**src/tun_pkg.sv**
```systemverilog
`timescale 1ns / 1ps
package tun_pkg;

	localparam int M_W    = 31;
	localparam int SQ_W   = 64;
	localparam int ROOT_W = 32;
	localparam int REM_W  = 35;
	localparam int DEN_W  = 33;

	typedef struct packed {
		logic [2:0] neg;
		logic       degen;
	} ctl_t;

	typedef struct packed {
		logic [2:0][M_W-1:0] m;
		ctl_t                ctl;
	} sq_pl_t;

endpackage

```
**src/tun_sqrt_cell.sv**
```systemverilog
`timescale 1ns / 1ps
module tun_sqrt_cell (
	input  logic                             clk,
	input  logic                             en,
	input  logic [tun_pkg::SQ_W-1:0]         rad,
	input  logic [tun_pkg::REM_W-1:0]        rem,
	input  logic [tun_pkg::ROOT_W-1:0]       root,
	input  tun_pkg::sq_pl_t                  pl,
	output logic [tun_pkg::SQ_W-1:0]         rad_q,
	output logic [tun_pkg::REM_W-1:0]        rem_q,
	output logic [tun_pkg::ROOT_W-1:0]       root_q,
	output tun_pkg::sq_pl_t                  pl_q
);
	logic [tun_pkg::REM_W-1:0] r2;
	logic [tun_pkg::REM_W-1:0] trial;
	logic                      ge;

	assign r2    = {rem[tun_pkg::REM_W-3:0], rad[tun_pkg::SQ_W-1 -: 2]};
	assign trial = {1'b0, root, 2'b01};
	assign ge    = r2 >= trial;

	always_ff @(posedge clk) begin
		if (en) begin
			rad_q  <= rad << 2;
			rem_q  <= ge ? r2 - trial : r2;
			root_q <= {root[tun_pkg::ROOT_W-2:0], ge};
			pl_q   <= pl;
		end
	end
endmodule

```
**config.mk**
```make
export PLATFORM = sky130hd
export DESIGN_NAME = tun_sqrt_cell
export DESIGN_NICKNAME = d
export VERILOG_FILES = /design/src/tun_pkg.sv /design/src/tun_sqrt_cell.sv
export SDC_FILE = /design/constraint.sdc
export NUM_CORES = 1
export LEC_CHECK = 0
export BUFFER_PORTS_ARGS = -buffer_cell sky130_fd_sc_hd__buf_2
export CORE_AREA = 4 4 178 180
export DETAILED_ROUTE_END_ITERATION = 10
export DIE_AREA = 0 0 182 184
export PLACE_DENSITY = 0.68
export SLEW_MARGIN = 20
export SYNTH_ARGS = -nofsm -noshare
export SYNTH_HDL_FRONTEND = slang
export SYNTH_SLANG_ARGS = --single-unit
```
**constraint.sdc**
```tcl
create_clock -name clk -period 8.6 [get_ports clk]
set_input_delay 1.72 -clock clk [delete_from_list [all_inputs] [get_ports clk]]
set_output_delay 1.72 -clock clk [all_outputs]
set_load 0.01 [all_outputs]
```
Yosys cells after proc, flatten, opt, wreduce, memory -nomap -nowiden

Index checks and enable logic that the tools add are counted.

Register bits: 226
Output and inout bits: 228
Input bits: 230

Magnitude comparators: 1
Add/subtract/negate cells: 1
Mux-type cells: 1

Operators by type and width:

| operator                                         | number |
|---|---|
| 35-bit by 34-bit >= comparator with 1-bit output | 1 |
| 35-bit 2-to-1 mux                                | 1 |
| 35-bit by 34-bit subtractor with 35-bit output   | 1 |

Logic depth before layout (Yosys ltp)

Depth after elaboration: 2
Gate-level depth with buffers: 13
Mapped depth without buffers: 10

Worst setup path after synthesis

Ideal clock, no wire load.

Kind: input to register
Start point: input port root[5] (netlist bit)
End point: register rem_q[28] (netlist bit) (data pin)
Stages: 10
Setup slack: 4581 ps
Data required time: 8340 ps
Library setup time: 260 ps
Arrival: 3759 ps
Cell sequence: inv_1 > ha_1 > a211oi_1 > o21bai_1 > nor4_2 > o21ai_2 > a211oi_1 > o221ai_1 > xnor2_1 > mux2_2

Cells in the longest elaborated chain, start to end: 2
Elaborated cells between the ends (all ways): 3
Classes of those cells: add/sub (1); order compare (1); mux (1)

RTL lines:

| what                                                                                                                      | line                                     | RTL |
|---|---|---|
| start, declared                                                                                                           | tun_sqrt_cell.sv:7                       | `input logic [tun_pkg::ROOT_W-1:0] root,` |
| 35-bit by 34-bit subtractor with 35-bit output / 35-bit by 34-bit >= comparator with 1-bit output (equally long branches) | tun_sqrt_cell.sv:25, tun_sqrt_cell.sv:20 |  |
| 35-bit 2-to-1 mux (*)                                                                                                     | tun_sqrt_cell.sv:25                      | `rem_q <= ge ? r2 - trial : r2;` |
| end signal, assigned                                                                                                      | tun_sqrt_cell.sv:25                      |  |
| end, declared                                                                                                             | tun_sqrt_cell.sv:10                      | `output logic [tun_pkg::REM_W-1:0] rem_q,` |

Mark *: on every way between the ends. The rest lies on a longest branch, timed or not.
A chain may end at the register's enable or synchronous reset.

Worst setup path after layout

Start point: input port root[18] (netlist bit)
End point: register rem_q[3] (netlist bit) (data pin)

Cells in the longest elaborated chain, start to end: 2

RTL lines:

| what                                             | line                | RTL |
|---|---|---|
| 35-bit by 34-bit >= comparator with 1-bit output | tun_sqrt_cell.sv:20 | `assign ge = r2 >= trial;` |
| 35-bit 2-to-1 mux                                | tun_sqrt_cell.sv:25 |  |

Every way passes these cells.

==> metrics <==
CTS tree=built; Synth Flop Type=edfxtp_1; Initial Util=30.6%; pin count of the biggest net entering global routing=138; Max-Cap Viols=0; Die Ht=184 um; sequential area share after synthesis=73.5%; ANT nets after route=0; Yosys top cell area share=73.5%; outcome=completed; gr usage total=15.4%; gr ovfl total=0; leakage power=5.49 nW; Critical Path Fanout Max=55; Nets=1329; Data arrival, critical path=4650 ps; gp weighted congestion=0.849; io pins=458; Ys Warns=0; first-iteration detailed-routing DRC count=326; Routed WL=27800 um; crit path launch type=primary input; H-tree depth=1; # clock sinks=226; leading cell type in the layout, fill and taps excluded=buf_2; unrepaired setup endpoints after global routing=no; core area=30200 um2; synthesis-stage register bit count=226; initial antenna violation count=2; Rel. slew slack=30.7%; EDFF count, synth=226; hold buffers post-CTS=0; asr flop ratio synth=0%; kind of critical path=in -> reg; post-detail-place hpwl=22100 um; Die ar.=33500 um2; CP top delay family=simple AND/OR/NAND/NOR gates; # port buffers=453; Die W=182 um; Slew @ Worst Pin=1040 ps; Post-Synthesis Cells=596; met3 Use GR=4.83%; first-pass GRT wire length=40400 um; TritonCTS Buffers=24; CP required=8870 ps; Post-CTS Setup Inserts=0; most frequent cells in the layout=452 x buf_2, 226 x edfxtp_1, 46 x inv_1, 46 x a21oi_1, 45 x nor2_1; Worst path slowest cell=buf_4; Peak VDD IR=0.149 mV; met2 global-route usage=29.0%; slowest cell delay on critical path=530 ps; Via density=4.55; pre-CTS setup slack=3550 ps; WL/cell=18.9 um; crit-path cells=buf_2, inv_1, ha_1, and4_1, nand2b_1, or3_1, a211oi_2, o31ai_2, o21ai_4, buf_4, mux2_2; Yosys top cell by area=edfxtp_1; Cell Pwr Density=221 nW/um2; share of cells above drive strength 1=46.9%; final setup fails=0; Synth cell types=60; Bufs and invs on worst path=3; area delta synth->final=37.5%; 1st-pass router iterations=4; Fin. Hold Viols=0; CTS clk-pin slew, worst paths=60 ps; vias in the first global route=6807; # DRC=0; Final period util=51.0%; time the worst path needs with I/O delays and setup=4380 ps; total number of vias=6711; max frequency=0.228 GHz; row count=64; Clock Tree Buf Depth=3; CTS root buf=clkbuf_16; Mean Syn Cell Area=15.5 um2; Pins Over Slew Limit=0; setup TNS=0 ps; main area contributors after synthesis=edfxtp_1 73%, ha_1 4.6%, a21oi_1 2.5%; met1 Track Usage GR=16.6%; busiest layer in global routing=met2; final worst slack=4220 ps; post-cts resize count=0; Worst Setup End Kind=register; Tightest Hold Check Type=in -> reg; synthesized area=9240 um2
[layout make-up]
type	count	area, um2
Fill cell	2853	17500
Sequential cell	226	6790
Timing Repair Buffer	455	2300
Multi-Input combinational cell	312	2200
Clock buffer	30	623
Tap cell	396	495
Inverter	46	173
Clock inverter	8	121
Antenna cell	1	2.50
[sequential cells by signal, summed over array words and instances, names as in the netlist]
name	flops
rad_q	62
root_q	32
pl_q	97
rem_q	35
[routing by layer]
metal	wire [um]	share of wire (%)	up-vias
li1	-	-	3184
met4	793	2.8	2
met2	14800	53	283
met1	9920	36	3190
met3	2290	8.2	52
met5	13	0.047	-
[where the power goes]
group | leakage, nW | switching [mW] | internal [mW]
Sequential | 2.21 | 0.0237 | 1.33
Combinational | 2.92 | 0.258 | 0.186
Clock | 0.358 | 0.406 | 0.597
[cell usage after synthesis, drive strengths merged, types with 3 or more instances]
cell / count
edfxtp: 226
a21oi: 50
inv: 46
nor2: 45
ha: 34
o21ai: 22
xnor2: 21
nand2: 20
buf: 11
mux2: 11
nor3: 10
xor2: 10
nand4: 9
a21o: 8
o211ai: 6
and3: 5
a211oi: 4
nor2b: 4
nor4: 4
or3: 4
a311oi: 3
a31oi: 3
mux2i: 3
o21a: 3
o21bai: 3
o31a: 3
[metrics by stage]
step	hold slack [ps]	std cells	total power, mW	cell area [um2]	util (%)
final	1370	1474	2.80	12700	42.1
after global routing	1340	1474	2.93	12700	42.1
after CTS	1350	1473	2.84	12700	42.0
after detailed placement	1900	1435	1.83	11900	39.6
after global placement	1900	1435	1.82	11900	39.6
after floorplan	1820	597	1.60	9240	-
[worst paths after layout]
path	startpoint	endpoint	depth (start not counted)
worst max-delay path	root[18]	rem_q[3]	11
worst min-delay path	pl[48]	pl_q[48]	1
[kinds of logic (layout without fill, tap and decap cells)]
group / count (synthesis) / after routing / synth area share [%]
buffers and inverters: 59 / 539 / 2.83
XOR/XNOR: 31 / 31 / 2.94
AO/OA/AOI/OAI: 121 / 121 / 8.75
other: 1 / 3 / 0.0406
AND/OR/NAND/NOR: 110 / 110 / 5.67
flip-flops: 226 / 226 / 73.5
adder cells (fa/ha/maj): 34 / 34 / 4.60
multiplexers: 14 / 14 / 1.71
(Power assumes the default switching activity.)
