===== config.mk =====
export PLATFORM = sky130hd
export DESIGN_NAME = tun_div_cell
export DESIGN_NICKNAME = d
export VERILOG_FILES = /design/src/tun_pkg.sv /design/src/tun_div_cell.sv
export SDC_FILE = /design/constraint.sdc
export NUM_CORES = 1
export LEC_CHECK = 0
export BUFFER_PORTS_ARGS = -buffer_cell sky130_fd_sc_hd__buf_2
export CORE_UTILIZATION = 40
export CTS_CLUSTER_DIAMETER = 30
export DETAILED_ROUTE_END_ITERATION = 8
export PLACE_DENSITY = 0.68
export SLEW_MARGIN = 20
export SYNTH_ARGS = -nofsm -noshare
export SYNTH_HDL_FRONTEND = slang
export SYNTH_SLANG_ARGS = --single-unit

===== constraint.sdc =====
create_clock -name clk -period 2.7 [get_ports clk]
set_input_delay 0.135 -clock clk [delete_from_list [all_inputs] [get_ports clk]]
set_output_delay 0.135 -clock clk [all_outputs]
set_load 0.01 [all_outputs]

===== src/tun_pkg.sv =====
`timescale 1ns / 1ps
package tun_pkg;

	localparam int M_W    = 31;
	localparam int SQ_W   = 64;
	localparam int ROOT_W = 32;
	localparam int REM_W  = 35;
	localparam int DEN_W  = 33;

	typedef struct packed {
		logic [2:0] neg;
		logic       degen;
	} ctl_t;

	typedef struct packed {
		logic [2:0][M_W-1:0] m;
		ctl_t                ctl;
	} sq_pl_t;

endpackage


===== src/tun_div_cell.sv =====
`timescale 1ns / 1ps
module tun_div_cell #(
	parameter int NORMAL_WIDTH = 16
) (
	input  logic                                 clk,
	input  logic                                 en,
	input  logic [tun_pkg::DEN_W-1:0]            den,
	input  logic [2:0][tun_pkg::DEN_W-1:0]       rem,
	input  logic [2:0][NORMAL_WIDTH-1:0]         lo,
	input  logic [2:0][NORMAL_WIDTH-1:0]         quo,
	input  tun_pkg::ctl_t                        ctl,
	output logic [tun_pkg::DEN_W-1:0]            den_q,
	output logic [2:0][tun_pkg::DEN_W-1:0]       rem_q,
	output logic [2:0][NORMAL_WIDTH-1:0]         lo_q,
	output logic [2:0][NORMAL_WIDTH-1:0]         quo_q,
	output tun_pkg::ctl_t                        ctl_q
);
	logic [2:0][tun_pkg::DEN_W:0] sh;
	logic [2:0]                   ge;

	always_comb begin
		for (int i = 0; i < 3; i++) begin
			sh[i] = {rem[i], lo[i][NORMAL_WIDTH-1]};
			ge[i] = sh[i] >= {1'b0, den};
		end
	end

	always_ff @(posedge clk) begin
		if (en) begin
			for (int i = 0; i < 3; i++) begin
				rem_q[i] <= ge[i] ? tun_pkg::DEN_W'(sh[i] - {1'b0, den})
					: sh[i][tun_pkg::DEN_W-1:0];
				lo_q[i]  <= lo[i] << 1;
				quo_q[i] <= {quo[i][NORMAL_WIDTH-2:0], ge[i]};
			end
			den_q <= den;
			ctl_q <= ctl;
		end
	end
endmodule


* Word level (Yosys, flattened, before mapping)
Index checks and enable logic that the tools add are counted.
** Storage, ports and cells
- Register bits after elaboration :: 229
- Bits of input ports :: 234
- Output and inout port bits :: 232
- Logic and storage cells :: 21
** Cells by class
- Add/subtract/negate cells :: 3
- $lt $le $gt $ge :: 3
- Mux-type cells :: 3
** Operators with widths (count)
- 34-bit by 33-bit greater-or-equal comparator with 1-bit output :: 3
- 33-bit 2-to-1 mux :: 3
- 33-bit subtractor :: 3

* Logic depth before layout (Yosys ltp)
Gate-level depths: netlist (run 1).
- Depth after elaboration :: 2
- Depth in mapped cells :: 14
- Mapped depth without buffers :: 13

* Worst setup path before layout (run 1)
No wires, ideal clock.
- Kind :: input-to-reg
- From :: input port lo[47] (netlist name)
- To :: register rem_q[96] (netlist name), data pin
- Setup time :: 0.258 ns
- Arrival :: 2.579 ns
- Required time :: 2.442 ns
- Slack :: -0.137 ns
- Cell stages on the path :: 12
- Path buffers :: 0
- Cells stage by stage :: inv_1 ha_1 inv_1 fa_1 a211oi_2 o21ai_0 a32oi_2 o211ai_2 a311oi_2 o21ai_0 a2111o_1 o221a_2
** Between the ends
- Word-level cells in the longest chain between the ends :: 2
- Elaborated cells between the ends (all ways) :: 3
- Classes of those cells :: add/sub: 1; order compare: 1; mux: 1
** Ends and longest elaborated chain
- start, declared :: line tun_div_cell.sv:9 : input logic [2:0][NORMAL_WIDTH-1:0] lo,
- 33-bit subtractor or 34-bit by 33-bit greater-or-equal comparator with 1-bit output (tied branches) :: line tun_div_cell.sv:31, tun_div_cell.sv:24
- 33-bit 2-to-1 mux * :: line tun_div_cell.sv:31 : rem_q[i] <= ge[i] ? tun_pkg::DEN_W'(sh[i] - {1'b0, den})
- end signal, assigned by index :: line tun_div_cell.sv:31
- end, declared :: line tun_div_cell.sv:13 : output logic [2:0][tun_pkg::DEN_W-1:0] rem_q,
Every way passes the cells marked *; elsewhere a longest branch is shown, timed or not.
A chain may end at the register's enable or synchronous reset.

* Worst setup path in the final report (run 1)
- From :: input port den[15] (netlist name)
- To :: register rem_q[82] (netlist name), data pin
** Between the ends
- Word-level cells in the longest chain between the ends :: 2
- Elaborated cells between the ends (all ways) :: 3
- Classes of those cells :: add/sub: 1; order compare: 1; mux: 1
** Ends and longest elaborated chain
- start, declared :: line tun_div_cell.sv:7 : input logic [tun_pkg::DEN_W-1:0] den,
- 33-bit subtractor or 34-bit by 33-bit greater-or-equal comparator with 1-bit output (tied branches) :: line tun_div_cell.sv:31, tun_div_cell.sv:24
- 33-bit 2-to-1 mux * :: line tun_div_cell.sv:31
Marks and branches as above.

==> reports/results.txt, run 1 <==
status: finished, final reports clean
Buf/Inv on CP: 6
post-synthesis adder-cell area fraction: 9.40%
ys async rst share: 0%
post-synthesis mux area share: 1.37%
slew margin rel.: 52.3%
top_reg_cell synth: edfxtp_1
DPL Wire Length: 38300 µm
CP cell instances: dlygate4sd3_1 > buf_2 > inv_1 > buf_6 > ha_4 > nand2_1 > or3_4 > o211ai_4 > a311o_1 > nand2_2 > inv_4 > buf_12 > mux2_1
Routed Antenna Nets: 0
GRT Util Overall: 28.8%
Pre-antenna DRT Iters: 5
final hold vios: 0
Setup CP Type: input pin to flop
dpl cell area: 0.0185 mm²
Hold Crit Class: input pin to flop
top-count cell post-synth: edfxtp_1
Clock Sink Count: 229
post-layout min period: 2.63 ns
Worst-Margin Slew: 0.716 ns
Filler cells: 2496
Sum Neg Setup Slack: 0 ns
critical path data required time: 3.00 ns
simple-gate share of the synthesized area: 12.2%
mapped cell area: 0.0138 mm²
Final #Nets: 2565
Synth top cells by count: edfxtp_1, a21oi_1, nor2_1
Lkg Pwr: 10.3 nW
Layout area overhead: 66.9%
final number of setup-violating endpoints: 0
max-cap viol count: 0
layout cell share with drive strength beyond 1: 39.4%
Routability Congestion: 0.930
Mean Syn Cell Area: 10.7 µm²
cell taking the most area after synthesis: edfxtp_1
cell family with the largest share of critical-path delay: buffers and inverters
Chip Height: 188 µm
CTS clk-pin slew, worst paths: 0.05 ns
port buffer count: 459
Crit-path slowest cell: dlygate4sd3_1
Util after Layout: 68.2%
initial antenna violation count: 7
full die area: 0.0353 mm²
CP Max Fanout: 13
combinational family with the most area after synthesis: compound AO/OA/AOI/OAI gates
fin area: 0.0231 mm²
Total Wirelength: 54000 µm
sequential area share after synthesis: 49.8%
vias post-DR: 14200
VDD IR max: 0.000551 V
total grt overflow: 0
CP Data Arrival Time: 2.93 ns
Final period util: 97.4%
Setup crit start kind: input pin
global-route wire length before repair: 77800 µm
H-tree levels: 2
core area: 0.0338 mm²
crit-path max cell delay: 0.54 ns
FF+latch count, synth: 229
DP Cell Count: 2398
effective utilization at floorplan: 40.9%
Post-Syn Instances: 1291
synthesis warning total: 0
clock buffer count from CTS: 52
maximum clock path buffer count: 3
CTS tree: done
EDFF count, synth: 229
Synth area leaders: edfxtp_1, ha_1, a21oi_1
Final Non-Filler Cells: 2726
pwr/cell area: 648 mW/mm²
die width: 188 µm
Routed WL per cell: 19.8 µm
Compound-Gate Fraction of Synth Area: 19.0%
total power: 14.9 mW
Residual DRC: 0
largest net degree at the start of global routing: 81
XOR/XNOR share of the synthesized area: 4.69%
Root Buffer: clkbuf_16
Ports: 466
number of global-route vias before repair: 14100
crit end category: flop
row count: 67
max-slew violation count: 0
Yosys top cell area share: 49.8%
1st-iter DRT viols: 924
Achievable Freq: 380 MHz
DR vias/cell: 5.21
count of different cell masters after synthesis: 82
what timing repair did:
| item | 4_1_cts | 5_1_grt |
|---|---|---|
| hold buffers | 218 | 0 |
| endpoints found under the setup margin | 0 | 75 |
| hold endpoints to repair | 218 | 0 |
| setup buffers | 0 | 8 |
| resized for setup | 0 | 79 |
report_power, final:
part / internal [mW] / total (mW) / switching (mW) / leakage (nW)
sequential: 4.45 / 4.59 / 0.139 / 2.24
combinational: 1.85 / 3.87 / 2.02 / 7.20
clock: 4.33 / 6.49 / 2.16 / 0.884
logic make-up (layout without fill, tap and decap cells):
kind of cell,Yosys count,after routing
compound gates,394,394
buf+inv,113,1091
fa+ha+maj,102,102
flops,229,229
simple gates,361,361
mux,17,17
other cells,1,10
xor+xnor,74,74
path summary, 6_finish.rpt:
kind              startpoint  cells past startpoint  slack, ns        end
hold / removal       rem[67]                      4       0.02  rem_q[68]
setup / recovery     den[15]                     13       0.07  rem_q[82]
layer usage:
metal	vias to the layer above	track usage (%)	share of wire, %
met5	-	0	0
met4	0	15.7	4.9
met3	130	4.75	6.1
met2	577	51.9	51
met1	6704	32.4	38
li1	6778	-	-
flip-flops by register name, summed over array words and instances (netlist names):
| name | cells |
|---|---|
| ctl_q | 4 |
| den_q | 33 |
| lo_q | 45 |
| quo_q | 48 |
| rem_q | 99 |
per-stage QoR:
stage / hold WS, ns / setup slack [ns]
after CTS: 0.00124 / 0.00460
after floorplan: 0.234 / -0.0160
after detailed placement: 0.313 / -0.419
final: 0.0182 / 0.0691
after global placement: 0.311 / -0.349
after global routing: 0.0133 / -0.0323
cells in the final DEF, fill, tap and decap left out, drive strengths merged, types with 10 or more instances in the layout:
master       instances
a211oi              17
a21o                51
a21oi              144
a31oi               10
and3                20
buf                714
clkbuf              60
clkinv              21
dlygate4sd3        216
edfxtp             229
ha                  99
inv                 67
mux2                15
nand2               99
nand3               24
nand4               15
nor2               118
nor2b               10
nor3                30
o211ai              13
o21a                16
o21ai               64
o21bai              14
o31ai               10
xnor2               45
xor2                29
layout make-up:
type                       instances  area (µm²)  area share, %
antenna                            7        17.5         0.0760
clock buffer                      57        1360           5.91
clock inverter                    39         440           1.91
inverter                          60         230          0.999
multi-input combinational        951        6920           30.0
sequential                       229        6880           29.8
tap                              448         561           2.43
timing repair buffer             935        6650           28.8
(Power assumes the default switching activity.)
==> run 2: changes to the inputs <==
--- a/config.mk
+++ b/config.mk
@@ -9,7 +9,7 @@
 export CORE_UTILIZATION = 40
 export CTS_CLUSTER_DIAMETER = 30
 export DETAILED_ROUTE_END_ITERATION = 8
-export PLACE_DENSITY = 0.68
+export PLACE_DENSITY = 0.67
 export SLEW_MARGIN = 20
 export SYNTH_ARGS = -nofsm -noshare
 export SYNTH_HDL_FRONTEND = slang
==> reports/results.txt, run 2 (same netlist as run 1, synthesis figures left out) <==
VDD IR max: 0.000486 V (-12%)
Worst-Margin Slew: 0.549 ns (-0.167 ns)
Pre-antenna DRT Iters: 5 (unchanged)
largest registers: rem_q: 99 flops, quo_q: 48 flops, lo_q: 45 flops
part of the power in combinational logic: 24.4% (-1.5 points)
Setup crit start kind: input pin
Lkg Pwr: 10.3 nW (+0.16%)
full die area: 0.0353 mm² (unchanged)
CTS tree: done
fin area: 0.0230 mm² (-0.43%)
clock buffer count from CTS: 54 (+3.8%)
crit end category: flop
internal power: 11.2 mW (+5.1%)
Total Wirelength: 53600 µm (-0.90%)
most frequent cells in the layout: buf_2, buf_4, edfxtp_1
grt met1 use: 31.5% (-0.93 points)
DR vias/cell: 5.21 (about the same)
Final #Nets: 2574 (+0.35%)
layout cell share with drive strength beyond 1: 38.1% (-1.3 points)
global-route wire length before repair: 78900 µm (+1.3%)
number of global-route vias before repair: 14400 (+2.0%)
Hold Crit Class: input pin to flop
met3 Usage GRT: 5.86% (+1.1 points)
met2 GRT Util: 53.6% (+1.7 points)
Routed WL per cell: 19.6 µm (-1.2%)
clock group share of total power: 45.8% (+2.4 points)
Util after Layout: 67.9% (-0.29 points)
end point of the critical path: rem_q[67]
final number of setup-violating endpoints: 0 (unchanged)
Layout area overhead: 66.2%
maximum clock path buffer count: 3 (unchanged)
port buffer count: 459 (unchanged)
dpl cell area: 0.0184 mm² (-0.42%)
total grt overflow: 0 (unchanged)
Final period util: 98.1% (+0.64 points)
busiest grt layer: met2
post-layout min period: 2.65 ns (+0.0172 ns)
max-slew violation count: 0 (unchanged)
Residual DRC: 0 (unchanged)
max reg flops: 99 (unchanged)
GRT Util Overall: 29.3% (+0.50 points)
largest net degree at the start of global routing: 75 (-7.4%)
DPL Wire Length: 39000 µm (+1.8%)
Clock Sink Count: 229 (unchanged)
Ports: 466 (unchanged)
critical path data required time: 3.02 ns (+0.02 ns)
total power: 15.5 mW (+3.4%)
pwr/cell area: 673 mW/mm² (+3.8%)
Chip Height: 188 µm (unchanged)
Min Hold Slack: 0.0266 ns (+0.00841 ns)
effective utilization at floorplan: 40.9% (unchanged)
Setup CP Type: input pin to flop
Flop pwr share: 29.7% (-1.0 points)
H-tree levels: 2 (unchanged)
CP Max Fanout: 5 (-8)
Sw Pwr: 4.28 mW (-0.79%)
row count: 67 (unchanged)
sw frac: 27.7% (-1.2 points)
Root Buffer: clkbuf_16
largest reg by FF count: rem_q
Routability Congestion: 0.979 (+5.3%)
Achievable Freq: 378 MHz (-0.65%)
status: finished, final reports clean
final hold vios: 0 (unchanged)
vias post-DR: 14200 (+0.37%)
max-cap viol count: 0 (unchanged)
1st-iter DRT viols: 844 (-8.7%)
RSZ-0062 raised after global routing: true
CTS clk-pin slew, worst paths: 0.05 ns (about the same)
slew margin rel.: 63.2% (+11 points)
CP Data Arrival Time: 2.96 ns (+0.03 ns)
core area: 0.0338 mm² (unchanged)
initial antenna violation count: 6 (-1)
die width: 188 µm (unchanged)
crit path from: den[30]
Routed Antenna Nets: 0 (unchanged)
commonest non-fill, non-tap cell in the layout: buf_2
[run 2: final cells by class]
class	count	area (µm²)
Tap cell	448	561
Inverter	60	233
Fill cell	2554	10800
Timing Repair Buffer	942	6610
Clock inverter	40	566
Sequential cell	229	6880
Antenna cell	4	10.0
Clock buffer	61	1420
Multi-Input combinational cell	951	6680
[run 2: worst min-delay path by stage]
stage / from / endpoint / slack, ns / cells past startpoint
6_report: rem[28] / rem_q[29] / 0.03 / 4
5_1_grt: rem[28] / rem_q[29] / 0.04 / 4
3_5_place_dp: lo[0] / lo_q[1] / 0.31 / 1
4_1_cts: rem[28] / rem_q[29] / 0.003 / 4
3_3_place_gp: quo[20] / quo_q[21] / 0.31 / 1
2_1_floorplan: ctl[0] / ctl_q[0] / 0.23 / 0
[run 2: repair_timing]
action,4_1_cts,5_1_grt
setup buffers,0,7
setup endpoints to repair,0,74
resized for setup,0,42
endpoints found under the hold margin,268,0
hold buffers,226,0
[run 2: power by group through the flow]
stage               registers, mW  logic (mW)  clock network [mW]
floorplan                    4.84        1.51                   0
global placement             4.63        3.30                   0
detailed placement           4.63        3.34                   0
CTS                          4.58        3.63                7.12
global route                 4.61        4.07                7.33
finish                       4.59        3.78                7.08
[run 2: metrics by stage]
step / std cells / setup WS (ns) / setup TNS, ns
detailed placement: 2396 / -0.567 / -26.27
floorplan: 1293 / -0.0160 / -0.0160
global route: 2735 / -0.122 / -0.458
finish: 2735 / 0.0519 / 0
global placement: 2396 / -0.451 / -20.74
CTS: 2723 / 0.00446 / 0
[run 2: worst max-delay path: stages]
cell,delay [ns]
dlygate4sd3_1,0.54
buf_2,0.15
inv_1,0.17
ha_4,0.25
a41oi_4,0.22
o211ai_1,0.17
a221o_1,0.37
a311o_1,0.37
nand2_4,0.15
buf_12,0.15
mux2_4,0.29
[run 2: per-layer routing]
metal  up-vias  part of all wire [%]
li1       6784                     -
met4         4                   5.3
met5         -                 0.045
met1      6734                    37
met2       573                    51
met3       147                   5.9
==> run 3: changes to the inputs <==
--- a/config.mk
+++ b/config.mk
@@ -6,10 +6,10 @@
 export NUM_CORES = 1
 export LEC_CHECK = 0
 export BUFFER_PORTS_ARGS = -buffer_cell sky130_fd_sc_hd__buf_2
-export CORE_UTILIZATION = 40
+export CORE_UTILIZATION = 30
 export CTS_CLUSTER_DIAMETER = 30
 export DETAILED_ROUTE_END_ITERATION = 8
-export PLACE_DENSITY = 0.67
+export PLACE_DENSITY = 0.53
 export SLEW_MARGIN = 20
 export SYNTH_ARGS = -nofsm -noshare
 export SYNTH_HDL_FRONTEND = slang
==> reports/results.txt, run 3 (same netlist as run 1, synthesis figures left out) <==
status: finished, final reports clean
die width: 217 µm (+15%)
number of global-route vias before repair: 14100 (-2.2%)
Final period util: 98.6% (+0.50 points)
Setup crit start kind: input pin
slew margin rel.: 59.1% (-4.0 points)
met1 WL: 22700 µm (+14%)
commonest non-fill, non-tap cell in the layout: buf_2
final hold vios: 0 (unchanged)
post-layout min period: 2.66 ns (+0.0135 ns)
crit-path max cell delay: 0.57 ns (+0.03 ns)
1st-iter DRT viols: 693 (-18%)
Total Wirelength: 55900 µm (+4.4%)
CP cell instances: dlygate4sd3_1 > buf_2 > ha_2 > nand4_1 > buf_4 > o41a_4 > o2111ai_2 > nand2_2 > or4_1 > o211a_1
initial antenna violation count: 6 (unchanged)
Achievable Freq: 376 MHz (-0.51%)
CTS tree: done
global-route wire length before repair: 80600 µm (+2.2%)
Final #Nets: 2640 (+2.6%)
Worst-Margin Slew: 0.606 ns (+0.0562 ns)
Clock Sink Count: 229 (unchanged)
effective utilization at floorplan: 30.4% (-10 points)
Chip Height: 217 µm (+15%)
largest reg by FF count: rem_q
full die area: 0.0469 mm² (+33%)
DPL Wire Length: 42300 µm (+8.7%)
VDD IR max: 0.000592 V (+22%)
final number of setup-violating endpoints: 0 (unchanged)
Pre-antenna DRT Iters: 5 (unchanged)
Routed Antenna Nets: 0 (unchanged)
Buf/Inv on CP: 3 (-1)
crit end category: flop
total grt overflow: 0 (unchanged)
total power: 15.6 mW (+0.96%)
Layout area overhead: 74.1%
Residual DRC: 0 (unchanged)
Ports: 466 (unchanged)
GRT Util Overall: 22.7% (-6.7 points)
largest registers: rem_q: 99 flops, quo_q: 48 flops, lo_q: 45 flops
cell family with the largest share of critical-path delay: buffers and inverters
largest net degree at the start of global routing: 63 (-16%)
max reg flops: 99 (unchanged)
port buffer count: 459 (unchanged)
vias post-DR: 14200 (-0.15%)
clock buffer count from CTS: 59 (+9.3%)
CTS clk-pin slew, worst paths: 0.04 ns (about the same)
row count: 78 (+16%)
most frequent cells in the layout: buf_2, buf_4, edfxtp_1
CP Max Fanout: 5 (unchanged)
met2 WL: 27700 µm (+0.63%)
H-tree levels: 2 (unchanged)
critical path data required time: 3.05 ns (+0.03 ns)
max-slew violation count: 0 (unchanged)
Top Metal Used: met5
met3 wire len: 3580 µm (+14%)
Util after Layout: 53.0% (-15 points)
max-cap viol count: 0 (unchanged)
Root Buffer: clkbuf_16
layout cell share with drive strength beyond 1: 41.5% (+3.4 points)
Crit-path slowest cell: dlygate4sd3_1
CP Data Arrival Time: 3.01 ns (+0.05 ns)
Lkg Pwr: 10.7 nW (+3.8%)
core area: 0.0454 mm² (+34%)
Routability Congestion: 0.916 (-6.4%)
pwr/cell area: 649 mW/mm² (-3.6%)
maximum clock path buffer count: 3 (unchanged)
Hold Crit Class: input pin to flop
Setup CP Type: input pin to flop
Routed WL per cell: 18.9 µm (-3.4%)
DR vias/cell: 4.81 (-7.6%)
==> run 3: through the flow <==
stage / TNS, ns / hold WS [ns] / area, µm² / setup slack [ns] / instances
after global placement: -31.38 / 0.311 / 19000 / -0.568 / 2592
final: 0 / 0.0244 / 24000 / 0.0384 / 2956
after floorplan: -0.0160 / 0.234 / 13800 / -0.0160 / 1293
after global routing: -0.124 / 0.00867 / 24000 / -0.0251 / 2954
after detailed placement: -34.14 / 0.313 / 19000 / -0.457 / 2592
after CTS: 0 / 0.00370 / 23200 / 0.00225 / 2927
==> run 3: final cells by class <==
| cell class | instances | area [µm²] |
|---|---|---|
| Antenna cell | 2 | 5.00 |
| Fill cell | 4110 | 21300 |
| Multi-Input combinational cell | 951 | 6940 |
| Clock buffer | 67 | 1510 |
| Inverter | 60 | 264 |
| Tap cell | 600 | 751 |
| Clock inverter | 44 | 500 |
| Sequential cell | 229 | 6880 |
| Timing Repair Buffer | 1003 | 7190 |
==> run 3: layer usage <==
metal  up-vias  GRT usage [%]
met5         -              0
met4         8           8.03
met3        97           5.08
met2       520           40.2
met1      6670           26.7
li1       6926              -
==> run 3: worst paths after layout <==
kind	from	to	slack, ns	cells past startpoint
worst max-delay path	rem[42]	rem_q[60]	0.04	10
worst min-delay path	en	rem_q[28]	0.02	1
==> run 3: what timing repair did <==
action	4_1_cts	5_1_grt
setup buffers	0	25
hold endpoints to repair	224	5
hold buffers	224	5
gates resized for setup	0	106
setup endpoints to repair	0	68
==> run 3: power breakdown <==
part	total, mW	leakage [nW]	internal, mW	switching, mW
Combinational	3.99	7.52	1.96	2.03
Clock	7.02	0.967	4.70	2.32
Sequential	4.59	2.24	4.45	0.141
Total	15.6	10.7	11.1	4.49
